File: src/rtl/core/bpos_pkg.sv
// bpos_pkg: widths, register indexes, reset values and limits for the ball position block
// shared by bpos_div, bpos_sqrt and ball_position_from_pixel_circle; no dependencies
`timescale 1ns / 1ps

package bpos_pkg;

    // field and register widths
    localparam int FOC_W     = 20;
    localparam int BALL_W    = 10;
    localparam int MNT_W     = 12;
    localparam int RAD_W     = 11;
    localparam int RES_W     = 24;
    localparam int QUO_W     = 24;
    localparam int CFG_IDX_W = 3;
    localparam int CFG_W     = 20;

    // register indexes
    localparam logic [CFG_IDX_W-1:0] CFG_FOCAL_X     = 3'd0;
    localparam logic [CFG_IDX_W-1:0] CFG_FOCAL_Y     = 3'd1;
    localparam logic [CFG_IDX_W-1:0] CFG_PRINCIPAL_X = 3'd2;
    localparam logic [CFG_IDX_W-1:0] CFG_PRINCIPAL_Y = 3'd3;
    localparam logic [CFG_IDX_W-1:0] CFG_BALL_RADIUS = 3'd4;
    localparam logic [CFG_IDX_W-1:0] CFG_MOUNT_OFF   = 3'd5;

    // reset values
    localparam logic [FOC_W-1:0]  FOCAL_X_RST     = 20'd165440;
    localparam logic [FOC_W-1:0]  FOCAL_Y_RST     = 20'd166400;
    localparam logic [FOC_W-1:0]  PRINCIPAL_X_RST = 20'd82253;
    localparam logic [FOC_W-1:0]  PRINCIPAL_Y_RST = 20'd62835;
    localparam logic [BALL_W-1:0] BALL_RST        = 10'd75;
    localparam logic [MNT_W-1:0]  MOUNT_RST       = 12'd250;

    // saturation limits (magnitudes)
    localparam logic [RES_W-1:0] POS_MAX_MAG = 24'h7FFFFF;
    localparam logic [RES_W-1:0] POS_MIN_MAG = 24'h800000;
    localparam logic [RES_W-1:0] RANGE_MAX   = 24'hFFFFFF;

    // side data carried alongside the square root
    typedef struct packed {
        logic             neg;
        logic             err;
        logic [RES_W-1:0] pos_x;
        logic [RES_W-1:0] pos_y;
    } t_side;

endpackage

File: src/rtl/core/bpos_sqrt.sv
// bpos_sqrt: pipelined digit-by-digit integer square root, one root bit per stage
// depends on bpos_pkg (root width); returns root and remainder for rounding
`timescale 1ns / 1ps

module bpos_sqrt #(
    parameter int TAG_W = 1
) (
    input  logic                          i_clk,
    input  logic                          i_rst_n,
    input  logic                          i_en,
    input  logic                          i_vld,
    input  logic [2*bpos_pkg::RES_W-1:0]  i_rad,
    input  logic [TAG_W-1:0]              i_tag,
    output logic                          o_vld,
    output logic [bpos_pkg::RES_W-1:0]    o_root,
    output logic [bpos_pkg::RES_W:0]      o_rem,
    output logic [TAG_W-1:0]              o_tag
);

    localparam int RW = bpos_pkg::RES_W;

    logic             r_vld  [0:RW];
    logic [2*RW-1:0]  r_rad  [0:RW];
    logic [RW:0]      r_rem  [0:RW];
    logic [RW-1:0]    r_root [0:RW];
    logic [TAG_W-1:0] r_tag  [0:RW];

    always_ff @(posedge i_clk) begin
        if (!i_rst_n) begin
            r_vld[0] <= 1'b0;
        end else if (i_en) begin
            r_vld[0] <= i_vld;
        end
    end

    always_ff @(posedge i_clk) begin
        if (i_en) begin
            r_rad[0]  <= i_rad;
            r_rem[0]  <= '0;
            r_root[0] <= '0;
            r_tag[0]  <= i_tag;
        end
    end

    for (genvar k = 0; k < RW; k++) begin : g_step
        logic [RW+2:0] t;
        logic [RW+2:0] trial;
        logic [RW+2:0] diff;
        logic          ge;

        // bring down the next bit pair, try root*4+1
        assign t     = {r_rem[k], r_rad[k][2*RW-1 -: 2]};
        assign trial = {1'b0, r_root[k], 2'b01};
        assign diff  = t - trial;
        assign ge    = (t >= trial);

        always_ff @(posedge i_clk) begin
            if (!i_rst_n) begin
                r_vld[k+1] <= 1'b0;
            end else if (i_en) begin
                r_vld[k+1] <= r_vld[k];
            end
        end

        always_ff @(posedge i_clk) begin
            if (i_en) begin
                r_rad[k+1]  <= {r_rad[k][2*RW-3:0], 2'b00};
                r_rem[k+1]  <= ge ? diff[RW:0] : t[RW:0];
                r_root[k+1] <= {r_root[k][RW-2:0], ge};
                r_tag[k+1]  <= r_tag[k];
            end
        end
    end

    assign o_vld  = r_vld[RW];
    assign o_root = r_root[RW];
    assign o_rem  = r_rem[RW];
    assign o_tag  = r_tag[RW];

endmodule

File: config.mk
export PLATFORM = sky130hd
export DESIGN_NAME = bpos_sqrt
export DESIGN_NICKNAME = d
export VERILOG_FILES = /design/src/rtl/core/bpos_pkg.sv /design/src/rtl/core/bpos_sqrt.sv
export SDC_FILE = /design/constraint.sdc
export NUM_CORES = 2
export LEC_CHECK = 0
export ABC_CLOCK_PERIOD_IN_PS = 5800
export BUFFER_PORTS_ARGS = -buffer_cell sky130_fd_sc_hd__clkbuf_2
export CAP_MARGIN = 10
export CORE_MARGIN = 2
export CORE_UTILIZATION = 55
export DETAILED_ROUTE_END_ITERATION = 8
export GPL_ROUTABILITY_DRIVEN = 0
export GPL_TIMING_DRIVEN = 0
export PLACE_DENSITY = 0.71
export SLEW_MARGIN = 15
export SYNTH_ARGS = -nofsm -noshare
export SYNTH_HDL_FRONTEND = slang
export SYNTH_SLANG_ARGS = --single-unit
File: constraint.sdc
create_clock -name i_clk -period 5.8 [get_ports i_clk]
set_clock_uncertainty 0.2 [all_clocks]
set_input_delay 0.87 -clock i_clk [delete_from_list [all_inputs] [get_ports i_clk]]
set_output_delay 0.87 -clock i_clk [all_outputs]
set_load 0.005 [all_outputs]
After elaboration in Yosys (flattened, before gate mapping)
Memory sizes are Yosys's and may differ from the RTL's.
Index checks and enable logic that the tools add are counted.
- add/sub/neg operators: 24
- $mul: 0
- divide/modulo/power cells: 0
- magnitude comparators: 24
- eq/ne operators: 0
- shift-type cells: 0
- mux-type cells: 54
- bitwise gates (word level): 25
- reduce and logical (&&, ||, !) cells: 0
- operators by type and width (cell ; number):
    27-bit by 26-bit greater-or-equal comparator with 1-bit output ; 24
    25-bit 2-to-1 mux ; 24
    25-bit subtractor ; 24
    1-bit 2-to-1 mux ; 30
    1-bit bitwise OR ; 25
- register bits: 0
- bits in latches: 0
- RAM bits: 2475
- ROM bits: 0
- input bits: 53
- output and inout bits: 51
- word-level logic and storage cells: 132
- memories kept: 5
- memories (memory ; words ; width ; rd ports ; clocked after Yosys merged registers in ; wr ports ; line ; text):
    r_rad ; 25 ; 48 ; 24 ; 0 ; 25 ; bpos_sqrt.sv:23 ; logic [2*RW-1:0] r_rad [0:RW];
    r_rem ; 25 ; 25 ; 25 ; 0 ; 25 ; bpos_sqrt.sv:24 ; logic [RW:0] r_rem [0:RW];
    r_root ; 25 ; 24 ; 25 ; 0 ; 25 ; bpos_sqrt.sv:25 ; logic [RW-1:0] r_root [0:RW];
    r_tag ; 25 ; 1 ; 25 ; 0 ; 25 ; bpos_sqrt.sv:26 ; logic [TAG_W-1:0] r_tag [0:RW];
    r_vld ; 25 ; 1 ; 25 ; 0 ; 25 ; bpos_sqrt.sv:22 ; logic r_vld [0:RW];

Longest topological paths before layout
- word-level depth: 4
- depth in mapped cells: 13
- mapped depth without buffers: 12

Least setup slack after synthesis
Ideal clock, no wire load.
- path kind: reg-to-reg
- from: memory r_rem[0][277] in the netlist's numbering
- to: memory r_rem[0][318] in the netlist's numbering, data pin
- library setup time: 0.258 ns
- arrival time: 2.813 ns
- data required time: 5.342 ns
- path slack: 2.529 ns
- cell stages (with the launch flop): 12
- buffers on the path: 1
- clock period less this slack: 3.271 ns
- cells stage by stage: edfxtp_1 -> ha_1 -> a21o_1 -> a21oi_1 -> o221a_2 -> o21ai_1 -> a31oi_2 -> a211o_1 -> or3_1 -> buf_2 -> or3_1 -> xnor2_1
- RTL lines (item ; line):
    start, declared ; bpos_sqrt.sv:24

==> impl_metrics.tcl <==
set metrics [dict create \
    run_status "complete, but fails checks" \
    violations "design-rule violations" \
    portBuffers 103 \
    dieArea_mm2 0.129 \
    num_rows 130 \
    async_reset_ff_share_pct 0 \
    path_delay_family "simple AND/OR/NAND/NOR gates" \
    critPathLaunchType "flop" \
    synth_flop_cell "edfxtp_1" \
    cts_tree "built" \
    first_global_vias 39100 \
    final_cell_area_mm2 0.0775 \
    fin_cells 7298 \
    initial_utilization_pct 55.2 \
    detail_route.vias_per_cell 5.56 \
    vias 40600 \
    clk_pin_slew_ns 0.06 \
    period_needed_ns 4.44 \
    placed_area_mm2 0.0721 \
    die_h_um 358 \
    max_stage_delay_ns 0.87 \
    fin_crit_sh_pct 76.6 \
    final-hold-violation-count 0 \
    track_usage_pct 19.0 \
    fmax_ghz 0.225 \
    overflow 0 \
    cp.depth 12 \
    ctsLongestPathBuffers 3 \
    cpMostUsedCell "or3_1" \
    synth.cell_area_mm2 0.0691 \
    ys_warn_count 0 \
    setup_viol 0 \
    grt_pass1_wl_um 196000 \
    worst_r2r_path_depth 12 \
    r2r_slack_ns 1.36 \
    p_total_mw 29.8 \
    syn_inst 5213 \
    slew_headroom_pct 23.5 \
    post-place-ws_ns 1.19 \
    place_hpwl_um 85000 \
    core_mm2 0.125 \
    cts_resized 0 \
    drc 1 \
    setup_tns_ns 0 \
    crit_fanout 8 \
    path_buf_inv 2 \
    drv_slew 0 \
    clock-sinks 1518 \
    hold_depth 1 \
    synth_cell_types 92 \
    layout_commonest_cell "edfxtp_1" \
    slowest_stage "nor4_1" \
    worstReg2RegEnd "r_rem[0][318]" \
    drtIter0Drc 3298 \
    detail_route.wl_per_cell_um 16.6 \
    syn_avg_cell_area_um2 13.3 \
    antenna_found_initial 1 \
    clock_latency_ns 0.78 \
    min_from "i_rad[29]" \
    pin_count 104 \
    crit_required_ns 6.12 \
    synth_nets 5593 \
    drv_cap 0 \
    worstMarginPinSlew_ns 1.14 \
    worst_ep_arrival_time_ns 4.77 \
    crit_type "flop to flop" \
    synth_edf_count 1517 \
    cts_hold_buf 26 \
    cts_max_level 4 \
    cp-end-kind "flop" \
    ys_ff_latch 1518 \
    power_density_mw_per_mm2 385 \
    cts_setup_buffers 0 \
    antenna_cells 0 \
    rsz0062_at_grt "false" \
    hold_end "r_rad[0][29]" \
    clock-root-buffer "clkbuf_16" \
    drive_gt1_share_pct 8.16 \
    final_net_count 5899 \
    firstDrtPassIters 8 \
    fillers 9285 \
    fin_ws_ns 1.36 \
    die_w_um 358 \
    area_growth_pct 12.2 \
    cts-buffers-inserted 159 \
    mostFrequentLayoutCells "edfxtp_1, inv_1, nand2_1" \
    placed_cells 6982 \
    grt_start_max_net_pins 111 \
    leakagePower_nw 29.7 \
    final_antenna_net_count 0 \
    drt_wl_total_um 121000 \
    path_cells "inv_1 -> ha_1 -> nand2_1 -> nor4_1 -> nand4_1 -> nand3_1 -> a31oi_2 -> a211o_1 -> or3_1 -> buf_2 -> or3_1 -> xnor2_1" \
    regToRegStartpoint "r_root[5][33]" \
    yosysSeqAreaShare_pct 65.9 \
    ir_drop_uv 347 \
    hold_class "primary input to flop" \
]
==> sequential cells by signal (all words and copies together), names as in the netlist <==
signal,count
r_rem,568
r_vld,25
r_tag,25
r_rad,600
r_root,300
==> power by group <==
group | switching (mW) | leakage [nW] | internal [mW]
Combinational | 3.11 | 12.7 | 2.28
Clock | 4.08 | 2.48 | 5.82
Sequential | 0.751 | 14.6 | 13.8
==> cell type report <==
type | count | area [um^2] | area share [%]
multi-input combinational | 3184 | 21600 | 27.8
clock buffer | 199 | 4200 | 5.42
tap | 1650 | 2060 | 2.66
inverter | 417 | 1570 | 2.03
clock inverter | 91 | 930 | 1.20
timing repair buffer | 145 | 1220 | 1.58
sequential | 1518 | 45600 | 58.8
buffer | 94 | 400 | 0.516
==> per-stage QoR <==
stage                     utilization, %  hold WS, ns
after floorplan                        -        0.200
after global placement              57.3        0.200
after detailed placement            57.7        0.205
after CTS                           62.0     0.000117
after global routing                62.0       0.0206
final                               62.0       0.0736
==> cell usage after synthesis, drive strengths merged, types with 9 or more instances <==
master	count	area (um^2)
edfxtp	1517	45600
and2	12	75.1
ha	327	4090
and3	54	338
mux2	39	439
a211oi	34	255
o21a	73	548
or4	29	225
nor3	127	636
a2111oi	9	85.1
or3	51	340
a21oi	278	1390
inv	417	1570
nand2b	69	432
o22ai	10	62.6
nand3	91	460
nand2	390	1470
nor4	59	403
o2111ai	9	78.8
xnor2	238	2080
nand3b	9	67.6
xor2	217	1900
o211ai	17	128
nor2b	47	294
buf	20	123
o21ai	295	1490
o31ai	33	248
nor2	293	1110
o31a	11	96.3
a31oi	30	194
or2	20	128
a21o	110	826
nand4	59	369
o21bai	24	180
mux2i	12	120
clkbuf	74	278
a211o	9	78.8
==> worst max-delay path by stage <==
stage | start | end | slack, ns
final | r_root[5][33] | r_rem[0][318] | 1.36
after global routing | r_root[5][33] | r_rem[0][318] | 1.17
after CTS | r_root[5][33] | r_rem[0][318] | 1.57
after detailed placement | i_en | r_vld[0][0] | 1.19
after global placement | i_en | r_vld[0][3] | -22.45
after floorplan | r_rem[0][277] | r_rem[0][318] | 2.53
==> per-layer routing <==
metal  global-route usage (%)  vias up  part of all wire (%)
met2                     30.4     1090                    46
met5                        0        -                     0
met4                     8.84        0                   4.1
met1                     25.2    19300                    44
met3                     3.57      323                   5.5
li1                         -    19900                     -
==> logic make-up after synthesis <==
| family | Yosys count | synth area share (%) |
|---|---|---|
| AND/OR/NAND/NOR | 1336 | 9.52 |
| XOR/XNOR | 455 | 5.77 |
| flip-flops | 1518 | 65.9 |
| adder cells (fa/ha/maj) | 327 | 5.92 |
| AO/OA/AOI/OAI | 1014 | 9.18 |
| other | 1 | 0.00543 |
| buffers and inverters | 511 | 2.85 |
| multiplexers | 51 | 0.809 |
==> worst reg2reg max path, delay by kind of cell (launching register included) <==
kind	cells	cell delay (ns)
simple gates	6	2.30
compound gates	2	0.53
flops	1	0.44
fa+ha+maj	1	0.39
buf+inv	2	0.21
xor+xnor	1	0.13
Power figures use the tool's default switching activity.
