[src/rtl/core/bpos_pkg.sv]
// bpos_pkg: widths, register indexes, reset values and limits for the ball position block
// shared by bpos_div, bpos_sqrt and ball_position_from_pixel_circle; no dependencies
`timescale 1ns / 1ps

package bpos_pkg;

    // field and register widths
    localparam int FOC_W     = 20;
    localparam int BALL_W    = 10;
    localparam int MNT_W     = 12;
    localparam int RAD_W     = 11;
    localparam int RES_W     = 24;
    localparam int QUO_W     = 24;
    localparam int CFG_IDX_W = 3;
    localparam int CFG_W     = 20;

    // register indexes
    localparam logic [CFG_IDX_W-1:0] CFG_FOCAL_X     = 3'd0;
    localparam logic [CFG_IDX_W-1:0] CFG_FOCAL_Y     = 3'd1;
    localparam logic [CFG_IDX_W-1:0] CFG_PRINCIPAL_X = 3'd2;
    localparam logic [CFG_IDX_W-1:0] CFG_PRINCIPAL_Y = 3'd3;
    localparam logic [CFG_IDX_W-1:0] CFG_BALL_RADIUS = 3'd4;
    localparam logic [CFG_IDX_W-1:0] CFG_MOUNT_OFF   = 3'd5;

    // reset values
    localparam logic [FOC_W-1:0]  FOCAL_X_RST     = 20'd165440;
    localparam logic [FOC_W-1:0]  FOCAL_Y_RST     = 20'd166400;
    localparam logic [FOC_W-1:0]  PRINCIPAL_X_RST = 20'd82253;
    localparam logic [FOC_W-1:0]  PRINCIPAL_Y_RST = 20'd62835;
    localparam logic [BALL_W-1:0] BALL_RST        = 10'd75;
    localparam logic [MNT_W-1:0]  MOUNT_RST       = 12'd250;

    // saturation limits (magnitudes)
    localparam logic [RES_W-1:0] POS_MAX_MAG = 24'h7FFFFF;
    localparam logic [RES_W-1:0] POS_MIN_MAG = 24'h800000;
    localparam logic [RES_W-1:0] RANGE_MAX   = 24'hFFFFFF;

    // side data carried alongside the square root
    typedef struct packed {
        logic             neg;
        logic             err;
        logic [RES_W-1:0] pos_x;
        logic [RES_W-1:0] pos_y;
    } t_side;

endpackage

[src/rtl/core/bpos_div.sv]
// bpos_div: pipelined restoring divider, one quotient bit per stage, with overflow flag
// depends on bpos_pkg (quotient width)
`timescale 1ns / 1ps

module bpos_div #(
    parameter int NUM_W = 32,
    parameter int DEN_W = 21,
    parameter int TAG_W = 1
) (
    input  logic                         i_clk,
    input  logic                         i_rst_n,
    input  logic                         i_en,
    input  logic                         i_vld,
    input  logic [NUM_W-1:0]             i_num,
    input  logic [DEN_W-1:0]             i_den,
    input  logic [TAG_W-1:0]             i_tag,
    output logic                         o_vld,
    output logic [bpos_pkg::QUO_W-1:0]   o_q,
    output logic                         o_ovf,
    output logic [TAG_W-1:0]             o_tag
);

    localparam int QW   = bpos_pkg::QUO_W;
    localparam int HI_W = NUM_W - QW;
    localparam int CW   = (HI_W > DEN_W) ? HI_W : DEN_W;

    logic [CW-1:0] hi_ext;
    logic [CW-1:0] den_ext;

    logic             r_vld [0:QW];
    logic [DEN_W-1:0] r_rem [0:QW];
    logic [QW-1:0]    r_low [0:QW];
    logic [QW-1:0]    r_q   [0:QW];
    logic [DEN_W-1:0] r_den [0:QW];
    logic             r_ovf [0:QW];
    logic [TAG_W-1:0] r_tag [0:QW];

    assign hi_ext  = CW'(i_num[NUM_W-1:QW]);
    assign den_ext = CW'(i_den);

    // entry stage: quotient overflow when the high part already reaches the divisor
    always_ff @(posedge i_clk) begin
        if (!i_rst_n) begin
            r_vld[0] <= 1'b0;
        end else if (i_en) begin
            r_vld[0] <= i_vld;
        end
    end

    always_ff @(posedge i_clk) begin
        if (i_en) begin
            r_rem[0] <= hi_ext[DEN_W-1:0];
            r_low[0] <= i_num[QW-1:0];
            r_q[0]   <= '0;
            r_den[0] <= i_den;
            r_ovf[0] <= (hi_ext >= den_ext);
            r_tag[0] <= i_tag;
        end
    end

    for (genvar k = 0; k < QW; k++) begin : g_step
        logic [DEN_W:0] t;
        logic [DEN_W:0] diff;
        logic           ge;

        assign t    = {r_rem[k], r_low[k][QW-1]};
        assign diff = t - {1'b0, r_den[k]};
        assign ge   = (t >= {1'b0, r_den[k]});

        always_ff @(posedge i_clk) begin
            if (!i_rst_n) begin
                r_vld[k+1] <= 1'b0;
            end else if (i_en) begin
                r_vld[k+1] <= r_vld[k];
            end
        end

        always_ff @(posedge i_clk) begin
            if (i_en) begin
                r_rem[k+1] <= ge ? diff[DEN_W-1:0] : t[DEN_W-1:0];
                r_low[k+1] <= {r_low[k][QW-2:0], 1'b0};
                r_q[k+1]   <= {r_q[k][QW-2:0], ge};
                r_den[k+1] <= r_den[k];
                r_ovf[k+1] <= r_ovf[k];
                r_tag[k+1] <= r_tag[k];
            end
        end
    end

    assign o_vld = r_vld[QW];
    assign o_q   = r_q[QW];
    assign o_ovf = r_ovf[QW];
    assign o_tag = r_tag[QW];

endmodule

[config.mk]
export PLATFORM = sky130hd
export DESIGN_NAME = bpos_div
export DESIGN_NICKNAME = d
export VERILOG_FILES = /design/src/rtl/core/bpos_pkg.sv /design/src/rtl/core/bpos_div.sv
export SDC_FILE = /design/constraint.sdc
export NUM_CORES = 2
export LEC_CHECK = 0
export ABC_AREA = 1
export BUFFER_PORTS_ARGS = -buffer_cell sky130_fd_sc_hd__buf_2
export CAP_MARGIN = 30
export CORE_MARGIN = 8
export CORE_UTILIZATION = 55
export CTS_BUF_LIST = sky130_fd_sc_hd__clkbuf_4
export DETAILED_ROUTE_END_ITERATION = 7
export PLACE_DENSITY = 0.71
export SLEW_MARGIN = 10
export SYNTH_ARGS = -nofsm -noshare
export SYNTH_HDL_FRONTEND = slang
export SYNTH_SLANG_ARGS = --single-unit
[constraint.sdc]
create_clock -name i_clk -period 2.8 [get_ports i_clk]
set_input_delay 0.14 -clock i_clk [delete_from_list [all_inputs] [get_ports i_clk]]
set_output_delay 0.14 -clock i_clk [all_outputs]
set_load 0.02 [all_outputs]
; Yosys cells after proc, flatten, opt, wreduce, memory -nomap -nowiden
; Memories as Yosys holds them, arrays and structs flattened.
; Index checks and enable logic that the tools add are counted.
[classes]
mux = 54
magnitude_cmp = 25
n_shift = 0
multipliers = 0
n_eq_ne = 0
n_bitwise = 25
reduce_logical = 0
n_addsub = 24
div_mod_pow = 0
[op_table]
columns = op, n
row1 = $ge 22x21->1, 24
row2 = $mux 21, 24
row3 = $sub 21x21->21, 24
row4 = $mux 1, 30
row5 = $or 1x1->1, 25
row6 = $ge 8x21->1, 1
[totals]
latch_bits = 0
register_bits = 0
memories = 7
mem_bits_ro = 0
in_bits = 58
out_inout_bits = 27
mem_bits_rw = 2325
[mem_list]
columns = name, depth, word_bits, rd, rd_clocked_by_memory_dff, wr, line_no
row1 = r_low, 25, 24, 24, 0, 25, bpos_div.sv:32  ; logic [QW-1:0] r_low [0:QW];
row2 = r_q, 25, 24, 25, 0, 25, bpos_div.sv:33  ; logic [QW-1:0] r_q [0:QW];
row3 = r_den, 25, 21, 24, 0, 25, bpos_div.sv:34  ; logic [DEN_W-1:0] r_den [0:QW];
row4 = r_rem, 25, 21, 24, 0, 25, bpos_div.sv:31  ; logic [DEN_W-1:0] r_rem [0:QW];
row5 = r_ovf, 25, 1, 25, 0, 25, bpos_div.sv:35  ; logic r_ovf [0:QW];
row6 = r_tag, 25, 1, 25, 0, 25, bpos_div.sv:36  ; logic [TAG_W-1:0] r_tag [0:QW];
row7 = +1 memories, -, -, -, -, -, -

; Longest topological paths before layout
[depth]
ltp_word = 4
mapped_depth = 16

; Least setup slack after synthesis
; No wires, ideal clock.
[synth_path]
path_type = reg-to-reg
start = memory r_low[2][143] (netlist name)
end = memory r_rem[22][19], in the netlist r_rem[11][19] (data pin)
arrival_ns = 1.841
setup_time_ns = 0.253
path_stages_with_launch = 16
t_required_ns = 2.547
path_buffers = 1
setup_slack_ns = 0.706
cell_sequence = edfxtp_1 inv_1 ha_1 inv_1 fa_1 nand2_1 nand2_1 nand3_1 nand2_1 nand2_1 nand2_1 nand2_1 nand2_2 buf_4 nand3_1 nand2_1
[synth_lines]
columns = item, line_no
row1 = from (decl), bpos_div.sv:32
row2 = to (decl), bpos_div.sv:31

==> results.md <==
- GP Congestion: 0.956
- Num rows: 149
- Synth unique cells: 41
- Die Wd: 423 um
- Pin count of the biggest net entering global routing: 129
- Final hold violations: 0
- Synth Register Bits: 1670
- Maximum ir drop on the vdd rail: 0.628 mV
- Core area: 165000 um^2
- Cells after Synth: 10.2k
- Synth area leader: edfxtp_1
- DP HPWL: 176000 um
- Initial Util: 0.554
- DP Worst Slack: 0.0200 ns
- Routed WL: 234000 um
- Highest Clock Rate: 380 MHz
- Reg2reg end: r_rem[6][20]$_DFFE_PP_
- CTS tree: built
- Leak Pwr: 48.7 nW
- Minimum clock period: 2.63 ns
- Max_cap viols: 0
- Worst R2R Path Depth: 15
- CTS H-tree depth: 5
- CTS clk-pin slew, worst paths: 0.08 ns
- Via Count: 68.7k
- Die Y: 423 um
- Ranking of synthesized cells by area: edfxtp_1, nand2_1, inv_1
- DR pass1 iterations: 7
- Fillers: 14.3k
- DRT iter0 DRCs: 6217
- Max-slew violations: 0
- Post-Syn Area: 91300 um^2
- Most common cell in the netlist: nand2_1
- Ys async rst share: 0
- HP Class: in -> reg
- Critical path arrival: 3.71 ns
- Initial antenna violation count: 6
- Max Root-Sink Buffers: 4
- Fin crit share: 0.939
- Avg Cell Area, Syn: 8.97 um^2
- Post-DR wirelength/cell: 17.5 um
- Routed Antenna Nets: 0
- Setup Viol. Count Final: 0
- CP required: 3.88 ns
- Die footprint: 179000 um^2
- Syn Nets: 10.8k
- Commonest cells post-synth: nand2_1, inv_1, edfxtp_1
- CP startpoint: r_low[1][95]$_DFFE_PP_
- R2R Path Start: r_low[1][95]$_DFFE_PP_
- Critical Path End Type: flip-flop
- CP Max Fanout: 12
- Pwr/cell area: 994 nW/um^2
- Total gr overflow: 0
- Boundary Pins: 85
- Fin worst setup slack: 0.171 ns
- Setup Skew: 0.0903 ns
- Status: complete, no violations
- Via density: 5.14
- # DRC: 0
- Register area share after synthesis: 0.549
- RSZ-0062 raised after global routing: false
- Total power: 101 mW
- Crit Path Class: reg -> reg
- CTS buffer count: 438
- Headroom to the max-slew limit: 0.497
- Clk sink count: 1670
- Top cell type's share of synthesized area: 0.549
- R2R Setup Slk: 0.17 ns
- Worst Setup EP: r_rem[6][20]$_DFFE_PP_
- Gr usage total: 0.256
- Synth-to-Final Area Change: 11.2%
- CP Launch Type: flip-flop
- Setup tns final: 0 ns
- I/O Buffers: 84
- Dominant synthesized flop cell: edfxtp_1
- Number of global-route vias before repair: 66.4k
- Nets: 11.4k
- Root Buffer: clkbuf_4
- Number of synthesized flops with an enable pin: 1669
- Share of layout cells above drive strength 1: 0.0948
- Worst-margin pin slew: 0.755 ns
- YS warnings: 0
- Global-route wire length before repair: 365000 um
- Clock Latency Late Sink: 1.35 ns
==> per-layer routing <==
metal	vias up	global-route usage	wire length, um
li1	34300	-	-
met2	2180	0.420	109000
met4	0	0.0730	5540
met1	31800	0.355	105000
met5	-	0	0
met3	380	0.0388	14200
==> metrics by stage <==
stage / instances / util / area [um^2] / hold slack, ns
global route: 13400 / 0.616 / 101000 / 0.133
finish: 13400 / 0.616 / 101000 / 0.226
floorplan: 10200 / - / 91300 / 0.239
detailed placement: 12400 / 0.573 / 94500 / 0.318
global placement: 12400 / 0.573 / 94500 / 0.317
CTS: 13400 / 0.615 / 101000 / 0.00473
==> where the power goes <==
group | switching [mW] | total, mW | internal [mW]
Clock | 9.90 | 20.3 | 10.4
Combinational | 28.2 | 42.7 | 14.4
Sequential | 3.68 | 38.0 | 34.3
==> logic make-up after synthesis <==
kind of cell	Yosys count	synth area share
compound gates	433	0.0260
xor+xnor	184	0.0177
fa+ha+maj	523	0.0736
buf+inv	1860	0.0832
simple gates	5499	0.250
flops	1670	0.549
==> cell usage in the layout (no fill, tap or decap), drive strengths merged, types with 3 or more instances in the layout <==
| cell | instances |
|---|---|
| o21ai | 39 |
| ha | 500 |
| nor4 | 7 |
| clkbuf | 598 |
| o21bai | 45 |
| inv | 1771 |
| nand3 | 624 |
| nor3 | 51 |
| and2 | 20 |
| o21a | 22 |
| a21oi | 323 |
| bufinv | 6 |
| clkinvlp | 4 |
| diode | 10 |
| clkinv | 132 |
| edfxtp | 1669 |
| xnor2 | 4 |
| nor3b | 3 |
| fa | 23 |
| or2 | 44 |
| nand4 | 50 |
| nor2 | 722 |
| nand2 | 3849 |
| xor2 | 180 |
| and3 | 22 |
| dlygate4sd3 | 168 |
| nand3b | 107 |
| buf | 181 |
==> worst min path at each step <==
stage          startpoint                    end  slack (ns)  cells past startpoint
2_1_floorplan    i_den[0]  r_den[0][0]$_DFFE_PP_        0.24                      0
3_3_place_gp     i_num[0]  r_low[0][0]$_DFFE_PP_        0.32                      1
3_5_place_dp     i_num[6]  r_low[0][6]$_DFFE_PP_        0.32                      1
4_1_cts          i_den[7]  r_den[0][7]$_DFFE_PP_       0.005                      3
5_1_grt         i_num[31]  r_rem[0][7]$_DFFE_PP_        0.13                      3
6_report          i_rst_n  r_vld[0][2]$_DFFE_PP_        0.23                      4
==> sequential cells by signal, summed over array words and instances, names as in the netlist <==
register / count
r_den: 504
r_rem: 491
r_low: 300
r_q: 300
r_ovf: 25
r_tag: 25
r_vld: 25
==> critical path: stages, from the launching register on <==
cell      delay [ns]
edfxtp_1        0.39
inv_1           0.10
ha_1            0.15
inv_1           0.09
fa_1            0.44
nand2_1         0.11
nand2_1         0.10
nand3_1         0.08
nand2_1         0.09
nand2_1         0.12
nand2_1         0.10
nand2_2         0.09
nand2_4         0.11
buf_4           0.20
nand3_1         0.08
nand2_1         0.13
==> timing repair <==
item | in CTS | in global routing
hold buffers | 169 | 0
setup endpoints to repair | 0 | 99
buffers inserted | 0 | 1
gates resized for setup | 0 | 20
hold endpoints to repair | 1749 | 0
==> final cells by class <==
class	instances	area, um^2	area share
Antenna cell	10	25.0	0.000247
Clock buffer	598	4490	0.0442
Clock inverter	145	761	0.00750
Inverter	1768	6670	0.0657
Multi-Input combinational cell	6639	33500	0.330
Sequential cell	1670	50100	0.494
Tap cell	2189	2740	0.0270
Timing Repair Buffer	349	3150	0.0310
No activity file was read; power rests on OpenSTA's default activity.
